==> config.mk <==
export PLATFORM = sky130hd
export DESIGN_NAME = chunk_extension_validator_top
export DESIGN_NICKNAME = d
export VERILOG_FILES = /design/src/hw/rtl/cev_pkg.sv /design/src/hw/rtl/cev_in_reg.sv /design/src/hw/rtl/cev_phase_fsm.sv /design/src/hw/rtl/cev_out_reg.sv /design/src/hw/rtl/chunk_extension_validator_top.sv
export VERILOG_INCLUDE_DIRS = /design/src /design/src/hw/rtl
export SDC_FILE = /design/constraint.sdc
export NUM_CORES = 1
export LEC_CHECK = 0
export ABC_AREA = 1
export BUFFER_PORTS_ARGS = -buffer_cell sky130_fd_sc_hd__buf_2
export CORE_MARGIN = 2
export CORE_UTILIZATION = 50
export DETAILED_ROUTE_END_ITERATION = 10
export PLACE_DENSITY = 0.79
export SYNTH_ARGS = -nofsm -noshare
export SYNTH_HDL_FRONTEND = slang
export SYNTH_SLANG_ARGS = --single-unit
==> constraint.sdc <==
create_clock -name clk_i -period 1.85 [get_ports clk_i]
set_input_delay 0.185 -clock clk_i [delete_from_list [all_inputs] [get_ports clk_i]]
set_output_delay 0.185 -clock clk_i [all_outputs]
set_load 0.02 [all_outputs]
==> src/hw/rtl/chunk_extension_validator_top_defines.svh <==
// Assertion macros shared by the chunk extension validator RTL.
// Needs clk_i and rst_ni in the scope of each use.
`ifndef CHUNK_EXTENSION_VALIDATOR_TOP_DEFINES_SVH
`define CHUNK_EXTENSION_VALIDATOR_TOP_DEFINES_SVH

// Check a property on every rising clock edge outside reset.
`define CEV_ASSERT(lbl, prop, msg) \
  lbl: assert property (@(posedge clk_i) disable iff (!rst_ni) (prop)) else $error(msg);

// Check that a condition never holds.
`define CEV_ASSERT_NEVER(lbl, expr, msg) \
  `CEV_ASSERT(lbl, !(expr), msg)

`endif

==> src/hw/rtl/cev_pkg.sv <==
// Package for the chunk extension validator: item type, parse phases,
// character classes and the phase transition function. No dependencies.
`default_nettype none

package cev_pkg;

  localparam int unsigned DataW = 8;

  localparam logic [DataW-1:0] ChrSpace  = 8'h20;
  localparam logic [DataW-1:0] ChrTab    = 8'h09;
  localparam logic [DataW-1:0] ChrEqual  = 8'h3D;
  localparam logic [DataW-1:0] ChrQuote  = 8'h22;
  localparam logic [DataW-1:0] ChrBslash = 8'h5C;
  localparam logic [DataW-1:0] CtlLimit  = 8'h20;
  localparam logic [DataW-1:0] ChrDelete = 8'h7F;

  typedef enum logic [3:0] {
    PH_LEAD   = 4'd0,
    PH_NAME   = 4'd1,
    PH_NAMEWS = 4'd2,
    PH_EQWS   = 4'd3,
    PH_TVAL   = 4'd4,
    PH_QSTR   = 4'd5,
    PH_QESC   = 4'd6,
    PH_TAIL   = 4'd7,
    PH_FAIL   = 4'd8
  } phase_e;

  typedef struct packed {
    logic [DataW-1:0] data_byte;
    logic             byte_present;
    logic             last;
  } item_t;

  function automatic logic is_ws(input logic [DataW-1:0] c);
    return (c == ChrSpace) || (c == ChrTab);
  endfunction

  function automatic logic is_tok(input logic [DataW-1:0] c);
    logic alnum;
    logic punct;
    alnum = ((c >= 8'h30) && (c <= 8'h39)) ||
            ((c >= 8'h41) && (c <= 8'h5A)) ||
            ((c >= 8'h61) && (c <= 8'h7A));
    punct = (c == 8'h21) || (c == 8'h23) || (c == 8'h24) || (c == 8'h25) ||
            (c == 8'h26) || (c == 8'h27) || (c == 8'h2A) || (c == 8'h2B) ||
            (c == 8'h2D) || (c == 8'h2E) || (c == 8'h5E) || (c == 8'h5F) ||
            (c == 8'h60) || (c == 8'h7C) || (c == 8'h7E);
    return alnum || punct;
  endfunction

  function automatic logic is_bad_ctl(input logic [DataW-1:0] c);
    return (c != ChrTab) && ((c < CtlLimit) || (c == ChrDelete));
  endfunction

  function automatic phase_e advance(input phase_e ph, input logic [DataW-1:0] c);
    phase_e nxt;
    nxt = PH_FAIL;
    unique case (ph)
      PH_LEAD: begin
        if (is_ws(c)) nxt = PH_LEAD;
        else if (is_tok(c)) nxt = PH_NAME;
      end
      PH_NAME: begin
        if (is_tok(c)) nxt = PH_NAME;
        else if (is_ws(c)) nxt = PH_NAMEWS;
        else if (c == ChrEqual) nxt = PH_EQWS;
      end
      PH_NAMEWS: begin
        if (is_ws(c)) nxt = PH_NAMEWS;
        else if (c == ChrEqual) nxt = PH_EQWS;
      end
      PH_EQWS: begin
        if (is_ws(c)) nxt = PH_EQWS;
        else if (c == ChrQuote) nxt = PH_QSTR;
        else if (is_tok(c)) nxt = PH_TVAL;
      end
      PH_TVAL: begin
        if (is_tok(c)) nxt = PH_TVAL;
        else if (is_ws(c)) nxt = PH_TAIL;
      end
      PH_QSTR: begin
        if (c == ChrQuote) nxt = PH_TAIL;
        else if (c == ChrBslash) nxt = PH_QESC;
        else if (!is_bad_ctl(c)) nxt = PH_QSTR;
      end
      PH_QESC: begin
        if (!is_bad_ctl(c)) nxt = PH_QSTR;
      end
      PH_TAIL: begin
        if (is_ws(c)) nxt = PH_TAIL;
      end
      default: nxt = PH_FAIL;
    endcase
    return nxt;
  endfunction

  function automatic logic phase_accepts(input phase_e ph);
    return (ph == PH_NAME) || (ph == PH_NAMEWS) || (ph == PH_TVAL) || (ph == PH_TAIL);
  endfunction

endpackage

`default_nettype wire

==> src/hw/rtl/cev_in_reg.sv <==
// Input register stage of the chunk extension validator.
// Depends on cev_pkg for the item type.
`default_nettype none

module cev_in_reg import cev_pkg::*; (
  input  wire logic  clk_i,
  input  wire logic  rst_ni,
  input  wire logic  s_valid_i,
  output logic       s_ready_o,
  input  wire item_t item_i,
  input  wire logic  advance_i,
  output logic       valid_o,
  output item_t      item_o
);

  logic  valid_q, valid_d;
  item_t item_q;

  assign s_ready_o = !valid_q || advance_i;

  always_comb begin
    valid_d = valid_q;
    if (s_ready_o) begin
      valid_d = s_valid_i;
    end
  end

  always_ff @(posedge clk_i or negedge rst_ni) begin
    if (!rst_ni) begin
      valid_q <= 1'b0;
    end else begin
      valid_q <= valid_d;
    end
  end

  always_ff @(posedge clk_i) begin
    if (s_ready_o && s_valid_i) begin
      item_q <= item_i;
    end
  end

  assign valid_o = valid_q;
  assign item_o  = item_q;

endmodule

`default_nettype wire

==> src/hw/rtl/cev_phase_fsm.sv <==
// Parse phase state machine of the chunk extension validator.
// Depends on cev_pkg for phases and the transition function.
`include "chunk_extension_validator_top_defines.svh"
`default_nettype none

module cev_phase_fsm import cev_pkg::*; (
  input  wire logic  clk_i,
  input  wire logic  rst_ni,
  input  wire logic  fire_i,
  input  wire item_t item_i,
  output logic       accepted_o
);

  phase_e phase_q, phase_d;
  phase_e phase_nxt;

  always_comb begin
    phase_nxt = phase_q;
    if (item_i.byte_present) begin
      phase_nxt = advance(phase_q, item_i.data_byte);
    end
    accepted_o = phase_accepts(phase_nxt);
    phase_d    = phase_q;
    if (fire_i) begin
      phase_d = item_i.last ? PH_LEAD : phase_nxt;
    end
  end

  always_ff @(posedge clk_i or negedge rst_ni) begin
    if (!rst_ni) begin
      phase_q <= PH_LEAD;
    end else begin
      phase_q <= phase_d;
    end
  end

  `CEV_ASSERT(a_last_restarts, fire_i && item_i.last |=> phase_q == PH_LEAD,
              "phase did not return to leading whitespace after last byte")
  `CEV_ASSERT(a_empty_holds,
              fire_i && !item_i.byte_present && !item_i.last |=> phase_q == $past(phase_q),
              "phase changed on an item without a byte")

endmodule

`default_nettype wire

==> src/hw/rtl/cev_out_reg.sv <==
// Result register of the chunk extension validator.
// Depends on cev_pkg for the data width.
`default_nettype none

module cev_out_reg import cev_pkg::*; (
  input  wire logic             clk_i,
  input  wire logic             rst_ni,
  input  wire logic             load_i,
  input  wire logic             accepted_i,
  output logic                  can_load_o,
  output logic                  m_tvalid_o,
  input  wire logic             m_tready_i,
  output logic [DataW-1:0]      m_tdata_o
);

  logic valid_q, valid_d;
  logic accepted_q;

  assign can_load_o = !valid_q || m_tready_i;

  always_comb begin
    valid_d = valid_q;
    if (load_i) begin
      valid_d = 1'b1;
    end else if (m_tready_i) begin
      valid_d = 1'b0;
    end
  end

  always_ff @(posedge clk_i or negedge rst_ni) begin
    if (!rst_ni) begin
      valid_q <= 1'b0;
    end else begin
      valid_q <= valid_d;
    end
  end

  always_ff @(posedge clk_i) begin
    if (load_i) begin
      accepted_q <= accepted_i;
    end
  end

  assign m_tvalid_o = valid_q;
  assign m_tdata_o  = {{(DataW-1){1'b0}}, accepted_q};

endmodule

`default_nettype wire

==> src/hw/rtl/chunk_extension_validator_top.sv <==
// Flow: a transaction is captured in the input register and parsed from there by the phase
// state machine; the result of a last byte is loaded into the output register, which offers
// it on the result channel. Throughput: one byte per cycle unless a last byte stalls; the
// phase register updates as the input register drains. A result waits in the output
// register while new bytes keep flowing; only a last byte stalls behind it.
// Reset: asynchronous, clears both valid flags and sets the leading whitespace phase.
`include "chunk_extension_validator_top_defines.svh"
`default_nettype none

module chunk_extension_validator_top import cev_pkg::*; (
  input  wire logic             clk_i,
  input  wire logic             rst_ni,
  input  wire logic             s_axis_tvalid_i,
  output logic                  s_axis_tready_o,
  input  wire logic [DataW-1:0] s_axis_tdata_i,  // [7:0] data_byte
  input  wire logic             s_axis_tuser_i,  // [0] byte_present
  input  wire logic             s_axis_tlast_i,
  output logic                  m_axis_tvalid_o,
  input  wire logic             m_axis_tready_i,
  output logic [DataW-1:0]      m_axis_tdata_o   // [0] accepted, [7:1] zero
);

  item_t in_item;
  item_t item_q;
  logic  item_valid;
  logic  in_fire;
  logic  out_load;
  logic  out_can_load;
  logic  accepted;

  assign in_item = '{data_byte: s_axis_tdata_i, byte_present: s_axis_tuser_i,
                     last: s_axis_tlast_i};

  assign in_fire  = item_valid && (!item_q.last || out_can_load);
  assign out_load = in_fire && item_q.last;

  cev_in_reg u_in_reg (
    .clk_i     (clk_i),
    .rst_ni    (rst_ni),
    .s_valid_i (s_axis_tvalid_i),
    .s_ready_o (s_axis_tready_o),
    .item_i    (in_item),
    .advance_i (in_fire),
    .valid_o   (item_valid),
    .item_o    (item_q)
  );

  cev_phase_fsm u_phase_fsm (
    .clk_i      (clk_i),
    .rst_ni     (rst_ni),
    .fire_i     (in_fire),
    .item_i     (item_q),
    .accepted_o (accepted)
  );

  cev_out_reg u_out_reg (
    .clk_i      (clk_i),
    .rst_ni     (rst_ni),
    .load_i     (out_load),
    .accepted_i (accepted),
    .can_load_o (out_can_load),
    .m_tvalid_o (m_axis_tvalid_o),
    .m_tready_i (m_axis_tready_i),
    .m_tdata_o  (m_axis_tdata_o)
  );

  `CEV_ASSERT_NEVER(a_no_overwrite, out_load && m_axis_tvalid_o && !m_axis_tready_i,
                    "result overwritten before it was taken")
  `CEV_ASSERT(a_result_from_last, out_load |-> item_valid && item_q.last,
              "result loaded without a last byte in the input register")

endmodule

`default_nettype wire

==> flow_metrics.tcl, run 1 <==
set metrics [dict create \
    coreArea_sq_um 2690 \
    rows 19 \
    slew_violations 0 \
    startpoint "u_in_reg.item_o[4]" \
    clock-sinks 17 \
    grt.total_usage 0.195 \
    die-area_sq_um 3180 \
    crit_family "simple AND/OR/NAND/NOR gates" \
    numCtsBuffers 3 \
    clkSlewWorstSetupHoldPaths_ps 90 \
    grt_pass1_wl_mm 4.98 \
    boundaryPins 24 \
    critical_path.max_stage_delay_ps 490 \
    die_w_microns 56.4 \
    rsz0062_at_grt "yes" \
    synth.cell_area_sq_um 1370 \
    ant_nets 0 \
    cts_tree "built" \
    vias 1364 \
    synth_cells 211 \
    cp-start-kind "flip-flop" \
    vdd_drop_max_mv 0.565 \
    antenna_found_initial 0 \
    crit_buf_inv 2 \
    critPathMaxFanout 5 \
    min_period_over_period 1.04 \
    grt_pass1_vias 1263 \
    endpoint_kind "flip-flop" \
    async_flop_share 0.353 \
    pre_cts_ws_ps -92.3 \
    cts_max_level 1 \
    hp-start "s_axis_tlast_i" \
    slowest_stage "edfxtp_1" \
    portBuffers 16 \
    synth_seq_area_share 0.350 \
    cp.arrival_ps 1980 \
    drc_errors 0 \
    clk_path_buf_depth 2 \
    hold_class "input port to flip-flop" \
    yosys.area.top_type_share 0.240 \
    nets 261 \
    worstSkewPairLatency_ps 280 \
    synth_flop_cell "edfxtp_1" \
    antennaDiodeCount 0 \
    synth_warnings 0 \
    crit_required_ps 1890 \
    drt_iter0_markers 41 \
    stdcell_area_sq_um 1690 \
    ys_ff_latch 17 \
    hold_viol_final 0 \
    yosys.area.top_type "edfxtp_1" \
    ys_top_cells_by_count "nand2_1, nor2_1, inv_1, nand3_1, edfxtp_1" \
    die_h_microns 56.4 \
    drive_above_1_share 0.309 \
    status "finished, violations left" \
    overflow 0 \
    initial_core_util 0.511 \
    wl_per_cell_microns 10.7 \
    finalClockSkew_ps 5.95 \
    drv_cap 0 \
    synth_edf_count 11 \
    avgSynthCellArea_sq_um 6.51 \
    firstDrtPassIters 4 \
    violations "setup timing" \
    fin_ws_ps -82.2 \
    grt_max_degree 11 \
    fillers 233 \
    fmaxAchievable_mhz 518 \
    leakage_nw 0.918 \
    setup_viol 1 \
    placed_area_sq_um 1550 \
    fin_crit_ps 1930 \
    power_density_nw_per_um2 592 \
    crit_path_cell_trace "inv_2, nand2_1, nor2_4, nand2_4, nand2_4, nand2_1, and3_1, nand3_1, nand2_2, inv_1, nand2_2, a21oi_1, nor2_1" \
    area_growth_pct 23.0 \
    hpwl_mm 2.33 \
    cts_root_buf "clkbuf_4" \
    synth.distinct_cells 23 \
    drt-total-wl_mm 2.96 \
    yosys-top-cells-area "edfxtp_1, nand2_1, dfrtp_1, nor2_1, inv_1" \
    gp_congestion 0.949 \
    crit_type "flip-flop to flip-flop" \
    synth.most_common_cell "nand2_1" \
    vias_per_cell 4.92 \
    r2r-start "u_in_reg.item_o[4]" \
]
final cells by class:
cell class                 count  area (sq um)  area share
clock buffer                   4          26.3      0.0156
sequential                    17           480       0.284
inverter                      30           114      0.0674
multi-input combinational    161           812       0.481
tap                           31          38.8      0.0230
timing repair buffer          34           218       0.129
layer usage:
metal  wire (microns)  GRT usage  vias to the layer above  part of all wire
li1                 -          -                      720                 -
met1             1350      0.246                      601              0.46
met2             1470      0.348                       37              0.50
met3               91    0.00922                        6             0.031
met4               40     0.0816                        0             0.014
met5                0          0                        -                 0
path summary, 6_finish.rpt:
kind / to / slack (ps) / cells after the start
worst min-delay path: u_in_reg.item_o[0] / 80 / 1
worst max register to register: u_out_reg.accepted_q / -80 / 13
worst min register to register: u_out_reg.m_tvalid_o / 560 / 2
max in group asynchronous: u_phase_fsm.phase_q[0] / 1460 / 2
worst max-delay path: u_out_reg.accepted_q / -80 / 13
min in group asynchronous: u_phase_fsm.phase_q[2] / 250 / 2
layout by cell type (no fill, tap or decap), types with 2 or more instances in the layout:
master    netlist  final
buf_2           0     16
buf_4           9     17
nor2_2          4      4
nand3_2         2      4
conb_1          1      7
dfrtp_1         6      6
nand3_1        14     12
o22ai_1         3      2
a21oi_1         3      2
nor3_1          4      4
inv_2           3      5
nand4_1         5      5
nand2_2        10     15
nor2_1         27     23
clkbuf_4        0      3
o21ai_0         3      3
inv_1          26     24
edfxtp_1       11     11
nor2_4          1      5
nand2_4         2      4
nand2_1        73     66
sequential cells by signal (all words and copies together) (netlist names):
signal	count
u_in_reg.item_o	10
u_phase_fsm.phase_q	4
u_in_reg.valid_o	1
u_out_reg.m_tvalid_o	1
u_out_reg.accepted_q	1
timing repair:
action,in CTS,in global routing
setup endpoints to repair,1,3
pin swaps,3,1
resized for setup,6,17
buffers inserted,2,1
hold buffers,1,0
hold endpoints to repair,6,0
per-stage QoR:
stage | setup TNS [ps] | total power [W] | hold slack (ps) | instances | utilization
5_1_grt | -438 | 0.00106 | 60.2 | 277 | 0.629
4_1_cts | -64.2 | 0.000972 | 67.4 | 276 | 0.604
6_report | -82.2 | 0.00100 | 78.3 | 277 | 0.629
2_1_floorplan | 0 | 0.000696 | -111 | 217 | -
3_5_place_dp | -92.3 | 0.000778 | 15.7 | 269 | 0.578
3_3_place_gp | -79.7 | 0.000776 | 13.4 | 269 | 0.578
cells by family after synthesis:
family                 count (synthesis)  share of synthesized area
AND/OR/NAND/NOR                      144                      0.475
AO/OA/AOI/OAI                         10                     0.0410
buffers and inverters                 39                      0.132
flip-flops                            17                      0.350
other                                  1                    0.00273
where the power goes:
group	internal, W	switching, W
Sequential	0.000445	0.0000381
Clock	0.0000835	0.000100
Combinational	0.000131	0.000203
Power figures use the tool's default switching activity.
==> inputs of run 2 (changes only) <==
Settings changed: PLACE_DENSITY 0.79 to 0.75.
==> run 2 against run 1 <==
Effect of this change: the flow still finishes with violations (setup timing); clock skew fell by 3.3 ps; sequential cell count did not move; count of clock-buffer cells in the layout did not move; clock power rose by 3%; worst setup slack got worse by 100 ps; non-clock buffer count rose by 5; wire length rose by 6.4%; die area did not move.
==> flow_metrics.tcl, run 2 (synthesis gave the netlist of run 1 again) <==
set metrics [dict create \
    r2r_setup_slack_ps -180 \
    endpoint_kind "flip-flop" \
    drive_above_1_share 0.339 \
    die-area_sq_um 3180 \
    vias 1413 \
    hp-start "s_axis_tdata_i[6]" \
    leakage_nw 0.937 \
    drc_errors 0 \
    largest_register_ff_count 10 \
    final_cells 282 \
    boundaryPins 24 \
    critical_path.max_stage_delay_ps 520 \
    nets 266 \
    rsz0062_at_grt "yes" \
    p_seq_frac 0.477 \
    placed_cells 269 \
    hold_class "input port to flip-flop" \
    placed_area_sq_um 1550 \
    critPathMaxFanout 7 \
    drt_iter0_markers 51 \
    slowest_stage "edfxtp_1" \
    initial_core_util 0.511 \
    crit_family "simple AND/OR/NAND/NOR gates" \
    coreArea_sq_um 2690 \
    cts_max_level 1 \
    ant_nets 0 \
    area_growth_pct 25.6 \
    vias_per_cell 5.01 \
    rows 19 \
    hold-path-endpoint "u_in_reg.item_o[8]" \
    p_switching_w 0.000349 \
    hold_viol_final 0 \
    antennaDiodeCount 0 \
    cp.arrival_ps 2080 \
    worstSkewPairLatency_ps 280 \
    firstDrtPassIters 4 \
    grt_pass1_vias 1239 \
    crit_buf_inv 2 \
    grt_pass1_wl_mm 5.01 \
    layout_commonest_cell "nand2_1" \
    finalClockSkew_ps 2.64 \
    p_int_w 0.000661 \
    min_period_over_period 1.10 \
    grt.total_usage 0.198 \
    cp-start-kind "flip-flop" \
    power_density_nw_per_um2 585 \
    portBuffers 16 \
    hpwl_mm 2.38 \
    setup_viol 2 \
    vdd_drop_max_mv 0.694 \
    cts_root_buf "clkbuf_4" \
    drv_cap 0 \
    cts_tree "built" \
    antenna_found_initial 0 \
    gp_congestion 0.877 \
    clkSlewWorstSetupHoldPaths_ps 90 \
    clockPowerShare 0.187 \
    die_h_microns 56.4 \
    crit_path_cell_trace "nand2_2, buf_4, nor2_1, nand2_1, nand2_1, nand2_1, and3_1, nand3_1, nand2_2, inv_1, nand2_2, a21oi_2, nor2_1" \
    r2r_cells 13 \
    overflow 0 \
    fin_crit_ps 2030 \
    r2r-start "u_in_reg.item_o[5]" \
    fin_ws_ps -184 \
    crit_type "flip-flop to flip-flop" \
    fin_util 0.642 \
    combPwrFrac 0.336 \
    violations "setup timing" \
    clk_path_buf_depth 2 \
    switching_share 0.346 \
    drt-total-wl_mm 3.14 \
    numCtsBuffers 3 \
    pre_cts_ws_ps -147 \
    grt_max_degree 11 \
    die_w_microns 56.4 \
    fmaxAchievable_mhz 492 \
    clock-sinks 17 \
    reg2reg_to "u_out_reg.accepted_q" \
    slew_violations 0 \
    timing.hold.ws_ps 71.9 \
    final_cell_mix "nand2_1, inv_1, buf_4, nor2_1, nand2_2" \
    crit_required_ps 1900 \
    wl_per_cell_microns 11.1 \
    status "finished, violations left" \
    hold_depth 1 \
    stdcell_area_sq_um 1730 \
]
[run 2: per-layer routing]
| layer | GRT usage | vias to the layer above | share of wire |
|---|---|---|---|
| met5 | 0 | - | 0 |
| met4 | 0.0918 | 0 | 0.019 |
| met3 | 0.00691 | 4 | 0.051 |
| met2 | 0.333 | 51 | 0.48 |
| met1 | 0.264 | 630 | 0.45 |
| li1 | - | 728 | - |
[run 2: through the flow]
stage / total power [W] / setup TNS (ps)
2_1_floorplan: 0.000696 / 0
3_3_place_gp: 0.000778 / -104
3_5_place_dp: 0.000781 / -147
4_1_cts: 0.000980 / -90.9
5_1_grt: 0.00107 / -587
6_report: 0.00101 / -193
[run 2: how the worst max path moves through the flow]
| stage | from | to | slack [ps] | cells past startpoint |
|---|---|---|---|---|
| 6_report | u_in_reg.item_o[5] | u_out_reg.accepted_q | -180 | 13 |
| 5_1_grt | u_in_reg.item_o[5] | u_out_reg.accepted_q | -340 | 13 |
| 2_1_floorplan | u_in_reg.item_o[2] | u_out_reg.accepted_q | 70 | 13 |
| 3_5_place_dp | u_in_reg.item_o[2] | u_out_reg.accepted_q | -150 | 13 |
| 4_1_cts | u_in_reg.item_o[3] | u_out_reg.accepted_q | -90 | 13 |
| 3_3_place_gp | u_in_reg.item_o[2] | u_out_reg.accepted_q | -100 | 13 |
[run 2: cell type report]
type / instances / area (sq um)
inverter: 30 / 114
multi-input combinational: 161 / 811
tap: 31 / 38.8
timing repair buffer: 39 / 255
clock buffer: 4 / 26.3
sequential: 17 / 480
fill: 240 / 961
[run 2: repair_timing]
action | in CTS | in global routing
cloned | 0 | 0
hold buffers | 1 | 0
setup endpoints to repair | 1 | 4
setup buffers | 2 | 6
resized for setup | 5 | 19
hold endpoints to repair | 6 | 0
pin swaps | 2 | 11
[run 2: power by group through the flow]
stage                     Combinational [W]  Sequential (W)  Clock [W]
after floorplan                    0.000215        0.000481          0
after CTS                          0.000306        0.000477   0.000196
after detailed placement           0.000295        0.000486          0
after global routing               0.000380        0.000487   0.000205
after global placement             0.000293        0.000486          0
final                              0.000339        0.000481   0.000189
==> inputs of run 3 (changes only) <==
Settings changed: PLACE_DENSITY 0.75 to 0.72.
Clock period 1.85 ns to 2.6 ns, I/O delays scaled along.
==> run 3 against run 2 <==
Effect of this change: the run now ends clean; clock skew hardly changed; register-to-register slack better by 810 ps; sequential share of layout area is 4.5 points higher; combinational power is 46% lower; sequential cell count stayed put; critical endpoint unchanged.
==> flow_metrics.tcl, run 3 (synthesis gave the netlist of run 1 again) <==
set metrics [dict create \
    finalClockSkew_ps 2.38 \
    post_cts_buffers 0 \
    nets 244 \
    placed_area_sq_um 1450 \
    cp.arrival_ps 2020 \
    finalSetupTns_ps 0 \
    initial_core_util 0.511 \
    largest_register_ff_count 10 \
    die_h_microns 56.4 \
    drt_iter0_markers 45 \
    worstSkewPairLatency_ps 270 \
    r2r_setup_slack_ps 630 \
    vias 1280 \
    antennaDiodeCount 0 \
    die-area_sq_um 3180 \
    overflow 0 \
    antenna_found_initial 0 \
    fin_ws_ps 626 \
    cts_root_buf "clkbuf_4" \
    drt-met1-wl_mm 1.32 \
    cp-start-kind "flip-flop" \
    gp_congestion 0.918 \
    slew_violations 0 \
    ant_nets 0 \
    status "complete, no violations" \
    vdd_drop_max_mv 0.363 \
    final_cells 260 \
    clkSlewWorstSetupHoldPaths_ps 90 \
    fmaxAchievable_mhz 507 \
    layout_commonest_cell "nand2_1" \
    leakage_nw 0.816 \
    route.met2.wl_mm 1.20 \
    coreArea_sq_um 2690 \
    grt_pass1_vias 1195 \
    grt_max_degree 11 \
    power_w 0.000657 \
    die_w_microns 56.4 \
    drv_cap 0 \
    hpwl_mm 2.21 \
    portBuffers 16 \
    highest_layer "met4" \
    fillers 273 \
    area_growth_pct 8.11 \
    stdcell_area_sq_um 1490 \
    fin_crit_ps 1970 \
    pre_cts_ws_ps 630 \
    min_period_over_period 0.759 \
    drive_above_1_share 0.188 \
    final_cell_mix "nand2_1, nor2_1, inv_1, buf_2, nand3_1" \
    clock-sinks 17 \
    setup_viol 0 \
    firstDrtPassIters 5 \
    crit_required_ps 2640 \
    drt-total-wl_mm 2.66 \
    critPathMaxFanout 5 \
    boundaryPins 24 \
    wl_met3_microns 104 \
    ctsResizeCount 0 \
    numCtsBuffers 3 \
    grt.total_usage 0.184 \
    crit_type "flip-flop to flip-flop" \
    hold_class "input port to flip-flop" \
    placed_cells 255 \
    hold_viol_final 0 \
    wl_per_cell_microns 10.2 \
    power_density_nw_per_um2 442 \
    grt_pass1_wl_mm 4.81 \
    rsz0062_at_grt "no" \
    rows 19 \
    cts_max_level 1 \
    clk_path_buf_depth 2 \
    drc_errors 0 \
    vias_per_cell 4.92 \
    ctsHoldBuffers 1 \
    endpoint_kind "flip-flop" \
    cts_tree "built" \
]
==> run 3: cell type report <==
class,instances,area (sq um),share of cell area
Clock buffer,3,22.5,0.0152
Clock inverter,1,5.00,0.00337
Inverter,30,114,0.0767
Multi-Input combinational cell,161,734,0.495
Sequential cell,17,480,0.324
Tap cell,31,38.8,0.0261
Timing Repair Buffer,17,90.1,0.0607
==> run 3: report_power, final <==
| group | switching, W | internal, W | leakage [nW] |
|---|---|---|---|
| logic | 0.000122 | 0.0000619 | 0.614 |
| registers | 0.0000267 | 0.000316 | 0.184 |
| clock network | 0.0000731 | 0.0000569 | 0.0177 |
==> run 3: per-layer routing <==
metal | vias up | global-route usage
met2 | 30 | 0.304
li1 | 682 | -
met5 | - | 0
met4 | 0 | 0.0510
met3 | 4 | 0.0115
met1 | 564 | 0.261
==> run 3: critical path, stage by stage (launching register included) <==
cell and delay (ps):
edfxtp_1 480, inv_1 160, nand2_1 100, nor2_2 110, nand2_2 100, nand2_4 100
nand2_1 70, and3_1 170, nand3_1 80, nand2_2 70, inv_1 70, nand2_2 60
a21oi_1 120, nor2_1 50
==> run 3: path summary, 6_finish.rpt <==
kind / from / to / cells past startpoint
worst max register to register: u_in_reg.item_o[2] / u_out_reg.accepted_q / 13
worst max-delay path: u_in_reg.item_o[2] / u_out_reg.accepted_q / 13
worst min register to register: u_out_reg.m_tvalid_o / u_out_reg.m_tvalid_o / 2
min in group asynchronous: rst_ni / u_phase_fsm.phase_q[3] / 2
max in group asynchronous: rst_ni / u_phase_fsm.phase_q[0] / 2
worst min-delay path: s_axis_tdata_i[4] / u_in_reg.item_o[6] / 1
==> run 3: metrics by stage <==
stage | util | hold WS, ps
3_3_place_gp | 0.539 | 94.0
3_5_place_dp | 0.539 | 94.3
4_1_cts | 0.553 | 146
6_report | 0.553 | 155
5_1_grt | 0.553 | 142
2_1_floorplan | - | -35.6
